**config.mk**
```make
export PLATFORM = sky130hd
export DESIGN_NAME = masked_byte_pattern_scanner
export DESIGN_NICKNAME = d
export VERILOG_FILES = /design/src/design/mbps_pkg.sv /design/src/design/mbps_cell.sv /design/src/design/mbps_report.sv /design/src/design/masked_byte_pattern_scanner.sv
export SDC_FILE = /design/constraint.sdc
export NUM_CORES = 1
export LEC_CHECK = 0
export BUFFER_PORTS_ARGS = -buffer_cell sky130_fd_sc_hd__buf_4
export CAP_MARGIN = 5
export CORE_UTILIZATION = 30
export DETAILED_ROUTE_END_ITERATION = 8
export PLACE_DENSITY = 0.45
export SLEW_MARGIN = 20
export SYNTH_ARGS = -nofsm -noshare
export SYNTH_HDL_FRONTEND = slang
export SYNTH_SLANG_ARGS = --single-unit
```
**constraint.sdc**
```tcl
create_clock -name clk -period 5.23 [get_ports clk]
set_input_delay 1.046 -clock clk [delete_from_list [all_inputs] [get_ports clk]]
set_output_delay 1.046 -clock clk [all_outputs]
set_load 0.05 [all_outputs]
```
**src/design/mbps_pkg.sv**
```systemverilog
// ----------------------------------------------------------------------------
// mbps_pkg
// Shared types and constants for the masked byte pattern scanner.
// ----------------------------------------------------------------------------
package mbps_pkg;

  localparam int MAX_PATTERN_DEF = 64;
  localparam int POS_W           = 32;

  localparam logic MODE_LOAD = 1'b0;
  localparam logic MODE_TEXT = 1'b1;

  typedef struct packed {
    logic       mode;
    logic [7:0] byte_value;
    logic       care;
    logic       last;
  } in_word_t;

  typedef struct packed {
    logic [POS_W-1:0] match_start;
    logic             limit_reached;
  } out_word_t;

  // Controls broadcast from the top level to every cell.
  typedef struct packed {
    logic       text_en;
    logic       load_en;
    logic       clear;
    logic [7:0] byte_value;
    logic       care;
  } cell_bus_t;

  // Word handed from the cell row to the report stage.
  typedef struct packed {
    logic             hit;
    logic [POS_W-1:0] start;
    logic             clear;
  } scan_word_t;

endpackage

```
**src/design/mbps_cell.sv**
```systemverilog
// ----------------------------------------------------------------------------
// mbps_cell
// One pattern position: holds its pattern byte, care bit and partial-match bit.
// ----------------------------------------------------------------------------
module mbps_cell
  import mbps_pkg::*;
#(
  parameter int IDX   = 0,
  parameter int LEN_W = 7
) (
  input  logic             clk,
  input  logic             rst_n,
  input  cell_bus_t        bus,
  input  logic [LEN_W-1:0] load_idx,
  input  logic [LEN_W-1:0] last_idx,
  input  logic             match_in,
  output logic             match_nxt,
  output logic             match_out
);

  logic [7:0] pat_r;
  logic       care_r;
  logic       part_r;
  logic       forced;
  logic       byte_eq;

  // First and last pattern bytes are always compared
  assign forced    = (IDX == 0) || (last_idx == LEN_W'(IDX));
  assign byte_eq   = (bus.byte_value == pat_r) || (!care_r && !forced);
  assign match_nxt = match_in && byte_eq;
  assign match_out = part_r;

  always_ff @(posedge clk) begin
    if (bus.load_en && (load_idx == LEN_W'(IDX))) begin
      pat_r  <= bus.byte_value;
      care_r <= bus.care;
    end
  end

  always_ff @(posedge clk) begin
    if (!rst_n) begin
      part_r <= 1'b0;
    end else if (bus.clear) begin
      part_r <= 1'b0;
    end else if (bus.text_en) begin
      part_r <= match_nxt;
    end
  end

endmodule

```
**src/design/mbps_report.sv**
```systemverilog
// ----------------------------------------------------------------------------
// mbps_report
// Match counting, limit check and the result output register.
// ----------------------------------------------------------------------------
module mbps_report
  import mbps_pkg::*;
(
  input  logic             clk,
  input  logic             rst_n,
  input  logic             scan_go,
  input  scan_word_t       scan_word,
  input  logic [POS_W-1:0] max_matches,
  output logic             slot_free,
  output logic             out_valid,
  input  logic             out_stall,
  output out_word_t        out_word
);

  logic [POS_W-1:0] cnt_r;
  logic [POS_W-1:0] cnt_inc;
  logic             stopped_r;
  logic             out_valid_r;
  out_word_t        out_word_r;
  logic             emit;
  logic             lim;

  assign slot_free = !out_valid_r || !out_stall;
  assign emit      = scan_go && scan_word.hit && !stopped_r;
  assign cnt_inc   = (cnt_r == {POS_W{1'b1}}) ? cnt_r : cnt_r + 1'b1;
  assign lim       = (max_matches != '0) && (cnt_inc >= max_matches);

  always_ff @(posedge clk) begin
    if (!rst_n) begin
      cnt_r     <= '0;
      stopped_r <= 1'b0;
    end else if (scan_go) begin
      if (scan_word.clear) begin
        cnt_r     <= '0;
        stopped_r <= 1'b0;
      end else if (emit) begin
        cnt_r     <= cnt_inc;
        stopped_r <= lim;
      end
    end
  end

  always_ff @(posedge clk) begin
    if (!rst_n) begin
      out_valid_r <= 1'b0;
    end else if (slot_free) begin
      out_valid_r <= emit;
    end
  end

  always_ff @(posedge clk) begin
    if (emit) begin
      out_word_r.match_start   <= scan_word.start;
      out_word_r.limit_reached <= lim;
    end
  end

  assign out_valid = out_valid_r;
  assign out_word  = out_word_r;

endmodule

```
**src/design/masked_byte_pattern_scanner.sv**
```systemverilog
// ----------------------------------------------------------------------------
// masked_byte_pattern_scanner
// Masked byte pattern search over a text stream, built as a row of cells.
// ----------------------------------------------------------------------------
//
//   port group  direction  handshake        payload
//   in_*        input      in_valid/stall   in_word_t  (pattern or text word)
//   out_*       output     out_valid/stall  out_word_t (match start, limit)
//   cfg_*       input      cfg_we           cfg_wdata  (max_matches)
//
// One word is taken per cycle when the result side is not stalled. The cell
// row compares a word in the cycle it is accepted and the scan register
// captures the outcome; a result, if any, moves on into the output register
// and is held valid on out_* until it is taken. The scan register
// and the output register each hold one word, so input is stalled only while
// the scan register is full and the output register is full and stalled.
// Reset is synchronous; the pattern store needs no clearing pass.
// ----------------------------------------------------------------------------
module masked_byte_pattern_scanner
  import mbps_pkg::*;
#(
  parameter int MAX_PATTERN = MAX_PATTERN_DEF
) (
  input  logic             clk,
  input  logic             rst_n,
  input  logic             in_valid,
  output logic             in_stall,
  input  in_word_t         in_word,
  output logic             out_valid,
  input  logic             out_stall,
  output out_word_t        out_word,
  input  logic             cfg_we,
  input  logic [POS_W-1:0] cfg_wdata
);

  localparam int LEN_W = $clog2(MAX_PATTERN + 1);
  localparam int IDX_W = $clog2(MAX_PATTERN);

  logic [POS_W-1:0]       max_matches_r;
  logic [LEN_W-1:0]       load_cnt_r;
  logic [LEN_W-1:0]       load_cnt_nxt;
  logic [LEN_W-1:0]       len_r;
  logic [LEN_W-1:0]       last_idx;
  logic [POS_W-1:0]       pos_r;
  logic [POS_W-1:0]       pos_inc;
  logic                   accept;
  logic                   load_room;
  cell_bus_t              bus;
  logic [MAX_PATTERN:0]   chain;
  logic [MAX_PATTERN-1:0] part_nxt;
  logic [MAX_PATTERN-1:0] part_vec;
  logic                   hit;
  logic                   scan_valid_r;
  scan_word_t             scan_word_r;
  logic                   slot_free;
  logic                   scan_go;

  // Accept whenever the scan register is empty, or the report stage is empty or drains this cycle
  assign scan_go  = scan_valid_r && slot_free;
  assign in_stall = scan_valid_r && !slot_free;
  assign accept   = in_valid && !in_stall;

  always_ff @(posedge clk) begin
    if (!rst_n) begin
      max_matches_r <= '0;
    end else if (cfg_we) begin
      max_matches_r <= cfg_wdata;
    end
  end

  // Broadcast to the cell row
  assign load_room      = (load_cnt_r < LEN_W'(MAX_PATTERN));
  assign bus.text_en    = accept && (in_word.mode == MODE_TEXT);
  assign bus.load_en    = accept && (in_word.mode == MODE_LOAD) && load_room;
  assign bus.clear      = accept && in_word.last;
  assign bus.byte_value = in_word.byte_value;
  assign bus.care       = in_word.care;
  assign last_idx       = len_r - 1'b1;

  // Cell zero always sees a live partial match on its left
  assign chain[0] = 1'b1;

  for (genvar g = 0; g < MAX_PATTERN; g++) begin : g_cell
    mbps_cell #(
      .IDX   (g),
      .LEN_W (LEN_W)
    ) u_cell (
      .clk       (clk),
      .rst_n     (rst_n),
      .bus       (bus),
      .load_idx  (load_cnt_r),
      .last_idx  (last_idx),
      .match_in  (chain[g]),
      .match_nxt (part_nxt[g]),
      .match_out (part_vec[g])
    );
    assign chain[g+1] = part_vec[g];
  end

  // Full match when the partial bit of the last pattern cell sets
  assign hit = bus.text_en && (len_r != '0) && part_nxt[last_idx[IDX_W-1:0]];

  assign pos_inc      = (pos_r == {POS_W{1'b1}}) ? pos_r : pos_r + 1'b1;
  assign load_cnt_nxt = load_room ? load_cnt_r + 1'b1 : load_cnt_r;

  // Pattern load and text position bookkeeping
  always_ff @(posedge clk) begin
    if (!rst_n) begin
      load_cnt_r <= '0;
      len_r      <= '0;
      pos_r      <= '0;
    end else if (accept) begin
      if (in_word.mode == MODE_LOAD) begin
        if (in_word.last) begin
          len_r      <= load_cnt_nxt;
          load_cnt_r <= '0;
          pos_r      <= '0;
        end else begin
          if (load_cnt_r == '0) begin
            len_r <= '0;
          end
          load_cnt_r <= load_cnt_nxt;
        end
      end else begin
        pos_r <= in_word.last ? '0 : pos_inc;
      end
    end
  end

  // Register between the cell row and the report stage
  always_ff @(posedge clk) begin
    if (!rst_n) begin
      scan_valid_r <= 1'b0;
    end else if (accept) begin
      scan_valid_r <= 1'b1;
    end else if (scan_go) begin
      scan_valid_r <= 1'b0;
    end
  end

  always_ff @(posedge clk) begin
    if (accept) begin
      scan_word_r.hit   <= hit;
      scan_word_r.start <= pos_inc - POS_W'(len_r);
      scan_word_r.clear <= in_word.last;
    end
  end

  mbps_report u_report (
    .clk         (clk),
    .rst_n       (rst_n),
    .scan_go     (scan_go),
    .scan_word   (scan_word_r),
    .max_matches (max_matches_r),
    .slot_free   (slot_free),
    .out_valid   (out_valid),
    .out_stall   (out_stall),
    .out_word    (out_word)
  );

  // End of a pattern or text run drops every partial match
  a_clear_parts: assert property (@(posedge clk) disable iff (!rst_n)
    (accept && in_word.last) |=> (part_vec == '0))
    else $error("partial matches survive end of run");

  a_len_range: assert property (@(posedge clk) disable iff (!rst_n)
    (len_r <= LEN_W'(MAX_PATTERN)) && (load_cnt_r <= LEN_W'(MAX_PATTERN)))
    else $error("pattern length or load count out of range");

  // A fresh pattern load disables matching until it ends
  a_load_blocks: assert property (@(posedge clk) disable iff (!rst_n)
    (accept && (in_word.mode == MODE_LOAD) && !in_word.last && (load_cnt_r == '0))
      |=> (len_r == '0))
    else $error("pattern length kept during reload");

  a_no_hit_empty: assert property (@(posedge clk) disable iff (!rst_n)
    (len_r == '0) |-> !hit)
    else $error("match reported without a pattern");

endmodule

```
==> results of run 1 <==
area by class of cell:
type                    instances  area [um^2]  area share [%]
repair buffers                182         1572           3.601
inverters                      62        234.0          0.5362
flip-flops and latches        818        22810           52.26
multi-input cells            2070        13950           31.97
clock buffers                 121         2579           5.909
clock inverters                48        447.9           1.026
well taps                    1637         2048           4.693
worst min-delay path by stage:
stage	start	endpoint	slack [ns]	depth (start not counted)
final	scan_word_r[16]	u_report.out_word[16]	0.42	0
after global routing	scan_word_r[20]	u_report.out_word[20]	0.43	0
after CTS	scan_word_r[16]	u_report.out_word[16]	0.42	0
after detailed placement	scan_word_r[15]	u_report.out_word[15]	0.41	0
after global placement	scan_word_r[31]	u_report.out_word[31]	0.40	0
after floorplan	scan_word_r[10]	u_report.out_word[10]	0.40	0
critical path, cell delays in order (launching register included):
cell and delay (ns):
dfxtp_1 0.41, and3_1 0.35, nand4_1 0.18, o311ai_0 0.73, nor3_1 0.23, and4_1 0.32, and3_1 0.23, xor2_1 0.16
ha_1 0.30, nand4_1 0.12, nor2_1 0.16, nand2_1 0.11, nor3_1 0.25, nand3_1 0.12, o41ai_1 0.78
cells by family (layout without fill, tap and decap cells):
| logic type | count (synthesis) | in the layout | synth area share, % |
|---|---|---|---|
| flip-flops | 818 | 818 | 60.53 |
| buffers and inverters | 229 | 413 | 2.531 |
| XOR/XNOR | 600 | 600 | 13.95 |
| multiplexers | 42 | 42 | 1.123 |
| AO/OA/AOI/OAI | 497 | 497 | 8.483 |
| AND/OR/NAND/NOR | 880 | 880 | 11.67 |
| adder cells (fa/ha/maj) | 51 | 51 | 1.714 |
layer usage:
metal	GRT usage [%]	vias to the layer above	part of all wire, %
met5	0	-	0
met4	4.103	0	2.2
met3	2.373	137	3.7
met2	24.38	436	45
met1	22.18	11670	49
li1	-	11570	-
power by group:
part	internal [mW]	switching (mW)	total, mW
clock network	3.89	2.66	6.56
logic	0.275	0.504	0.780
registers	7.05	0.0249	7.07
sequential cells by signal, summed over array words and instances (netlist names):
signal,flops
pos_r,32
scan_valid_r,1
u_report.cnt_r,32
len_r,7
u_report.stopped_r,1
g_cell.u_cell.pat_r,512
u_report.out_valid,1
g_cell.u_cell.care_r,63
g_cell.u_cell.match_out,63
u_report.out_word,33
max_matches_r,32
load_cnt_r,7
scan_word_r,34
metrics by stage:
stage / util, % / setup WS, ns
floorplan: - / 0.8527
global placement: 32.71 / 0.1766
detailed placement: 32.71 / 0.1489
CTS: 35.14 / 0.1103
global route: 35.16 / 0.06481
finish: 35.16 / 0.4441
cell usage in the layout (no fill, tap or decap), types with 50 or more instances in the layout:
master / Yosys / routed
inv_1: 60 / 60
ha_1: 50 / 50
xor2_1: 124 / 124
nand4_1: 132 / 132
clkbuf_16: 0 / 98
nor2_1: 329 / 329
nand2_1: 146 / 143
o21ai_0: 91 / 90
a21oi_1: 156 / 156
buf_4: 4 / 160
dfxtp_1: 176 / 173
edfxtp_1: 642 / 642
xnor2_1: 476 / 476
nand3_1: 53 / 53
==> metrics.md, run 1 <==
| Metric | Value |
|---|---|
| Outcome | `finished, violations left` |
| Failing checks | `DRC` |
| Placed cells | `4769` |
| Final Hold Fails | `0` |
| Number of cell rows | `129` |
| Primary FF master, synth | `edfxtp_1` |
| Worst Setup EP | `u_report.out_word[0]` |
| # IOs | `83` |
| Final Power | `14.41 mW` |
| Max-slew violation count | `0` |
| R2r endpoint | `u_report.out_word[0]` |
| Period Utilization, post-route | `91.51%` |
| Die height | `356.4 um` |
| Syn Nets | `3216` |
| Min Tclk post-route | `4.786 ns` |
| Worst-margin pin slew | `1.054 ns` |
| Number of synthesized flops with an enable pin | `642` |
| GP Congestion | `0.8565` |
| Post-synth top area cell | `edfxtp_1` |
| RSZ-0062 raised after global routing | `false` |
| Detail Route Antenna Nets | `0` |
| Layout overhead on the synthesized area | `15.85%` |
| WL final | `98940 um` |
| Worst setup EP type | `flop` |
| Nets | `3326` |
| Req. time, crit path | `5.58 ns` |
| Via-to-Cell Ratio | `4.823` |
| CTS tree | `yes` |
| Most frequent cell after synthesis | `edfxtp_1` |
| Clk_skew | `0.02254 ns` |
| Synth warnings | `0` |
| WHS | `0.4172 ns` |
| Fraction of layout cells with a size suffix above 1 | `11.06%` |
| Synth cell count leaders | `edfxtp_1, xnor2_1, nor2_1` |
| Top post-synthesis cells by area | `edfxtp_1, xnor2_1, dfxtp_1, nor2_1, xor2_1` |
| Peak VDD IR | `0.2504 mV` |
| Reg2reg setup slack | `0.44 ns` |
| Antenna violations before repair | `3` |
| Vias in the first global route | `23.06k` |
| 1st-iter DRT viols | `1685` |
| Hold crit path type | `flop to flop` |
| Final setup TNS | `0 ns` |
| Power Density | `330.2 nW/um^2` |
| GRT Total Usage | `15.53%` |
| CP Launch Point | `u_report.cnt_r[6]` |
| WP data arrival | `5.13 ns` |
| CTS Buffer Depth | `3` |
| Die Wd | `356.4 um` |
| Clock Pin Slew Worst Setup and Hold Paths | `0.06 ns` |
| Yosys cell types | `98` |
| Post-route DRC | `12` |
| CTS Buf Count | `93` |
| Final HPWL DP | `64470 um` |
| Crit-path max FO | `6` |
| Placed inst area | `40590 um^2` |
| Mean Syn Cell Area | `12.09 um^2` |
| Vias | `23.82k` |
| Clock Latency Late Sink | `0.68 ns` |
| Area share of the largest cell type after synthesis | `51.18%` |
| Max-Cap Viols | `0` |
| Worst Setup Path Type | `flop to flop` |
| Cells after Synth | `3117` |
| Post-CTS Setup Bufs | `0` |
| Post-route cell area | `43640 um^2` |
| Layout fillers | `12.22k` |
| Post_cts resized | `0` |
| Largest net degree at the start of global routing | `88` |
| Post-Syn Area | `37670 um^2` |
| CTS Sinks | `818` |
| Clock Root Buffer | `clkbuf_16` |
| Die area | `127000 um^2` |
| Core area | `124100 um^2` |
| Non-filler instance count after layout | `4938` |
| Startpoint Class | `flop` |
| Grt total ovfl | `0` |
| First-pass DRT Iterations | `9` |
| DR WL/cell | `20.04 um` |
| Lkg Pwr | `14.15 nW` |
| FFs w/ async S/R, synth | `0%` |
| H-tree levels | `3` |
| Slew headroom | `29.73%` |
| First-pass GRT wire length | `150400 um` |
| Initial Utilization | `30.35%` |
| Final setup viols | `0` |
| ANT cells | `0` |
| R2R depth | `14` |
| Hold_buf cts | `0` |
| Seq/Total Area, Yosys | `60.53%` |
| Fmax | `208.9 MHz` |
| #FFs+latches synth | `818` |
| PortBufs | `82` |
| R2R Path Start | `u_report.cnt_r[6]` |
Note: power is estimated with default switching activity, not from simulation.
==> run 2, diff against run 1 <==
- PLACE_DENSITY: 0.45 -> default
- clock period: 5.23 -> 5 ns (I/O delays scaled with it)
==> run 2 against run 1 <==
The flow still finishes with violations (DRC). Flip-flop and latch count stayed put. Non-clock buffer count is 4 lower. Register-to-register slack worse by 0.14 ns. Power is 0.20% higher. Die area stayed put. Clock skew is 0.0016 ns lower. Critical path depth is 2 higher. Sequential power is 4.7% higher. Clock power is 5.0% lower. Via count is 1.5% higher. Hold slack hardly changed. Sequential share of layout area is 0.44 points higher.
==> metrics.md, run 2 (synthesized netlist as in run 1, its figures left out) <==
| Metric | Value |
|---|---|
| Place WS | `0.1709 ns` |
| H-tree levels | `3` |
| Outcome | `finished, violations left` |
| Seq pwr share | `51.2%` |
| Metal1 wirelength | `42500 um` |
| Worst setup EP type | `flop` |
| Internal Pwr Total | `11.25 mW` |
| Number of cell rows | `129` |
| Final Hold Fails | `0` |
| Fin worst setup slack | `0.3054 ns` |
| # IOs | `83` |
| Die height | `356.4 um` |
| Via-to-Cell Ratio | `4.919` |
| Clock power share | `43.1%` |
| Initial Utilization | `30.35%` |
| Power Density | `333.7 nW/um^2` |
| First-pass GRT wire length | `139100 um` |
| Detail Route Antenna Nets | `0` |
| Commonest non-fill, non-tap cells in the layout | `edfxtp_1, xnor2_1, nor2_1` |
| Switch share | `22.08%` |
| Slew headroom | `30.54%` |
| WP data arrival | `5.06 ns` |
| GRT Total Usage | `13.98%` |
| Die area | `127000 um^2` |
| Period Utilization, post-route | `93.89%` |
| DR WL/cell | `18.30 um` |
| Clock Latency Late Sink | `0.64 ns` |
| Final setup TNS | `0 ns` |
| Non-filler instance count after layout | `4916` |
| Largest register FFs | `512` |
| Req. time, crit path | `5.37 ns` |
| Hold crit path type | `flop to flop` |
| Fmax | `213.0 MHz` |
| Most flops, register | `g_cell.u_cell.pat_r` |
| Min Tclk post-route | `4.695 ns` |
| Failing checks | `DRC` |
| Lkg Pwr | `13.95 nW` |
| CTS Sinks | `818` |
| Worst-margin pin slew | `1.038 ns` |
| Hold_buf cts | `0` |
| Vias in the first global route | `23.05k` |
| Grt total ovfl | `0` |
| Clock Root Buffer | `clkbuf_16` |
| Clk_skew | `0.02095 ns` |
| WHS | `0.4167 ns` |
| Placed cells | `4765` |
| WL final | `89980 um` |
| Reg2reg setup slack | `0.31 ns` |
| GP Congestion | `0.8996` |
| Peak VDD IR | `0.2452 mV` |
| RSZ-0062 raised after global routing | `false` |
| Post_cts resized | `0` |
| Die Wd | `356.4 um` |
| Layout overhead on the synthesized area | `14.86%` |
| Largest net degree at the start of global routing | `88` |
| Max-Cap Viols | `0` |
| Clock Pin Slew Worst Setup and Hold Paths | `0.06 ns` |
| Vias | `24.18k` |
| 1st-iter DRT viols | `2075` |
| Fraction of layout cells with a size suffix above 1 | `10.89%` |
| Met2 wire len | `39560 um` |
| Max-slew violation count | `0` |
| Nets | `3312` |
| Met3 wire length | `5451 um` |
| Antenna violations before repair | `2` |
| Commonest non-fill, non-tap cell in the layout | `edfxtp_1` |
| Final setup viols | `0` |
| Startpoint Class | `flop` |
| Post-CTS Setup Bufs | `0` |
| Uppermost layer routed | `met5` |
| First-pass DRT Iterations | `8` |
| CTS tree | `yes` |
| Comb power frac | `5.6%` |
| CTS Buffer Depth | `3` |
| Core area | `124100 um^2` |
| Final HPWL DP | `58990 um` |
| Worst Setup Path Type | `flop to flop` |
| PortBufs | `82` |
| Post-route DRC | `26` |
| Crit-path max FO | `8` |
| Switch Pwr | `3.188 mW` |
| CTS Buf Count | `83` |
-- run 2: cell count changes in the layout (fill, tap and decap cells not counted), sizes merged --
cell,change
clkinv,-12
buf,-4
inv,+4
clkinvlp,+3
bufinv,-2
clkbuf,-12
diode,+1
-- run 2: cell type report --
type / count / area, um^2
Antenna cell: 1 / 2.502
Multi-Input combinational cell: 2070 / 13940
Sequential cell: 818 / 22800
Tap cell: 1637 / 2048
Clock buffer: 109 / 2276
Inverter: 62 / 234.0
Timing Repair Buffer: 178 / 1529
Clock inverter: 41 / 436.7
Fill cell: 12090 / 80850
-- run 2: worst max-delay path: stages, from the launching register on --
cell and delay, ns:
dfxtp_1 0.49, and4_4 0.32, and4_4 0.28, and4_1 0.29, nand2_1 0.11, buf_4 0.20, mux2_2 0.31, fa_1 0.42
a21o_1 0.20, a21oi_1 0.23, nor2b_1 0.10, o21ai_1 0.25, o211ai_1 0.27, nor3b_4 0.32, nand3_2 0.21, nor4_2 0.32
xor2_1 0.10
-- run 2: stage by stage --
step | util, % | power [mW] | cell area [um^2]
CTS | 34.85 | 14.59 | 43260
detailed placement | 32.67 | 8.366 | 40540
finish | 34.86 | 14.44 | 43270
floorplan | - | 8.036 | 37670
global placement | 32.67 | 8.356 | 40540
global route | 34.86 | 14.92 | 43270
-- run 2: final timing paths --
kind | from | to | depth (start not counted)
worst min-delay path | scan_word_r[3] | u_report.out_word[3] | 0
worst max register to register | pos_r[13] | scan_word_r[29] | 16
worst min register to register | scan_word_r[3] | u_report.out_word[3] | 0
worst max-delay path | pos_r[13] | scan_word_r[29] | 16
-- run 2: power by group through the flow --
| stage | sequential (mW) | combinational (mW) | clock, mW |
|---|---|---|---|
| global route | 7.40 | 0.892 | 6.63 |
| CTS | 7.40 | 0.828 | 6.37 |
| floorplan | 7.55 | 0.481 | 0 |
| detailed placement | 7.54 | 0.824 | 0 |
| finish | 7.40 | 0.815 | 6.23 |
| global placement | 7.54 | 0.815 | 0 |
-- run 2: layer usage --
metal | global-route usage, % | vias up
met3 | 2.619 | 155
li1 | - | 11510
met2 | 21.24 | 684
met5 | 0 | -
met1 | 20.13 | 11830
met4 | 4.069 | 4
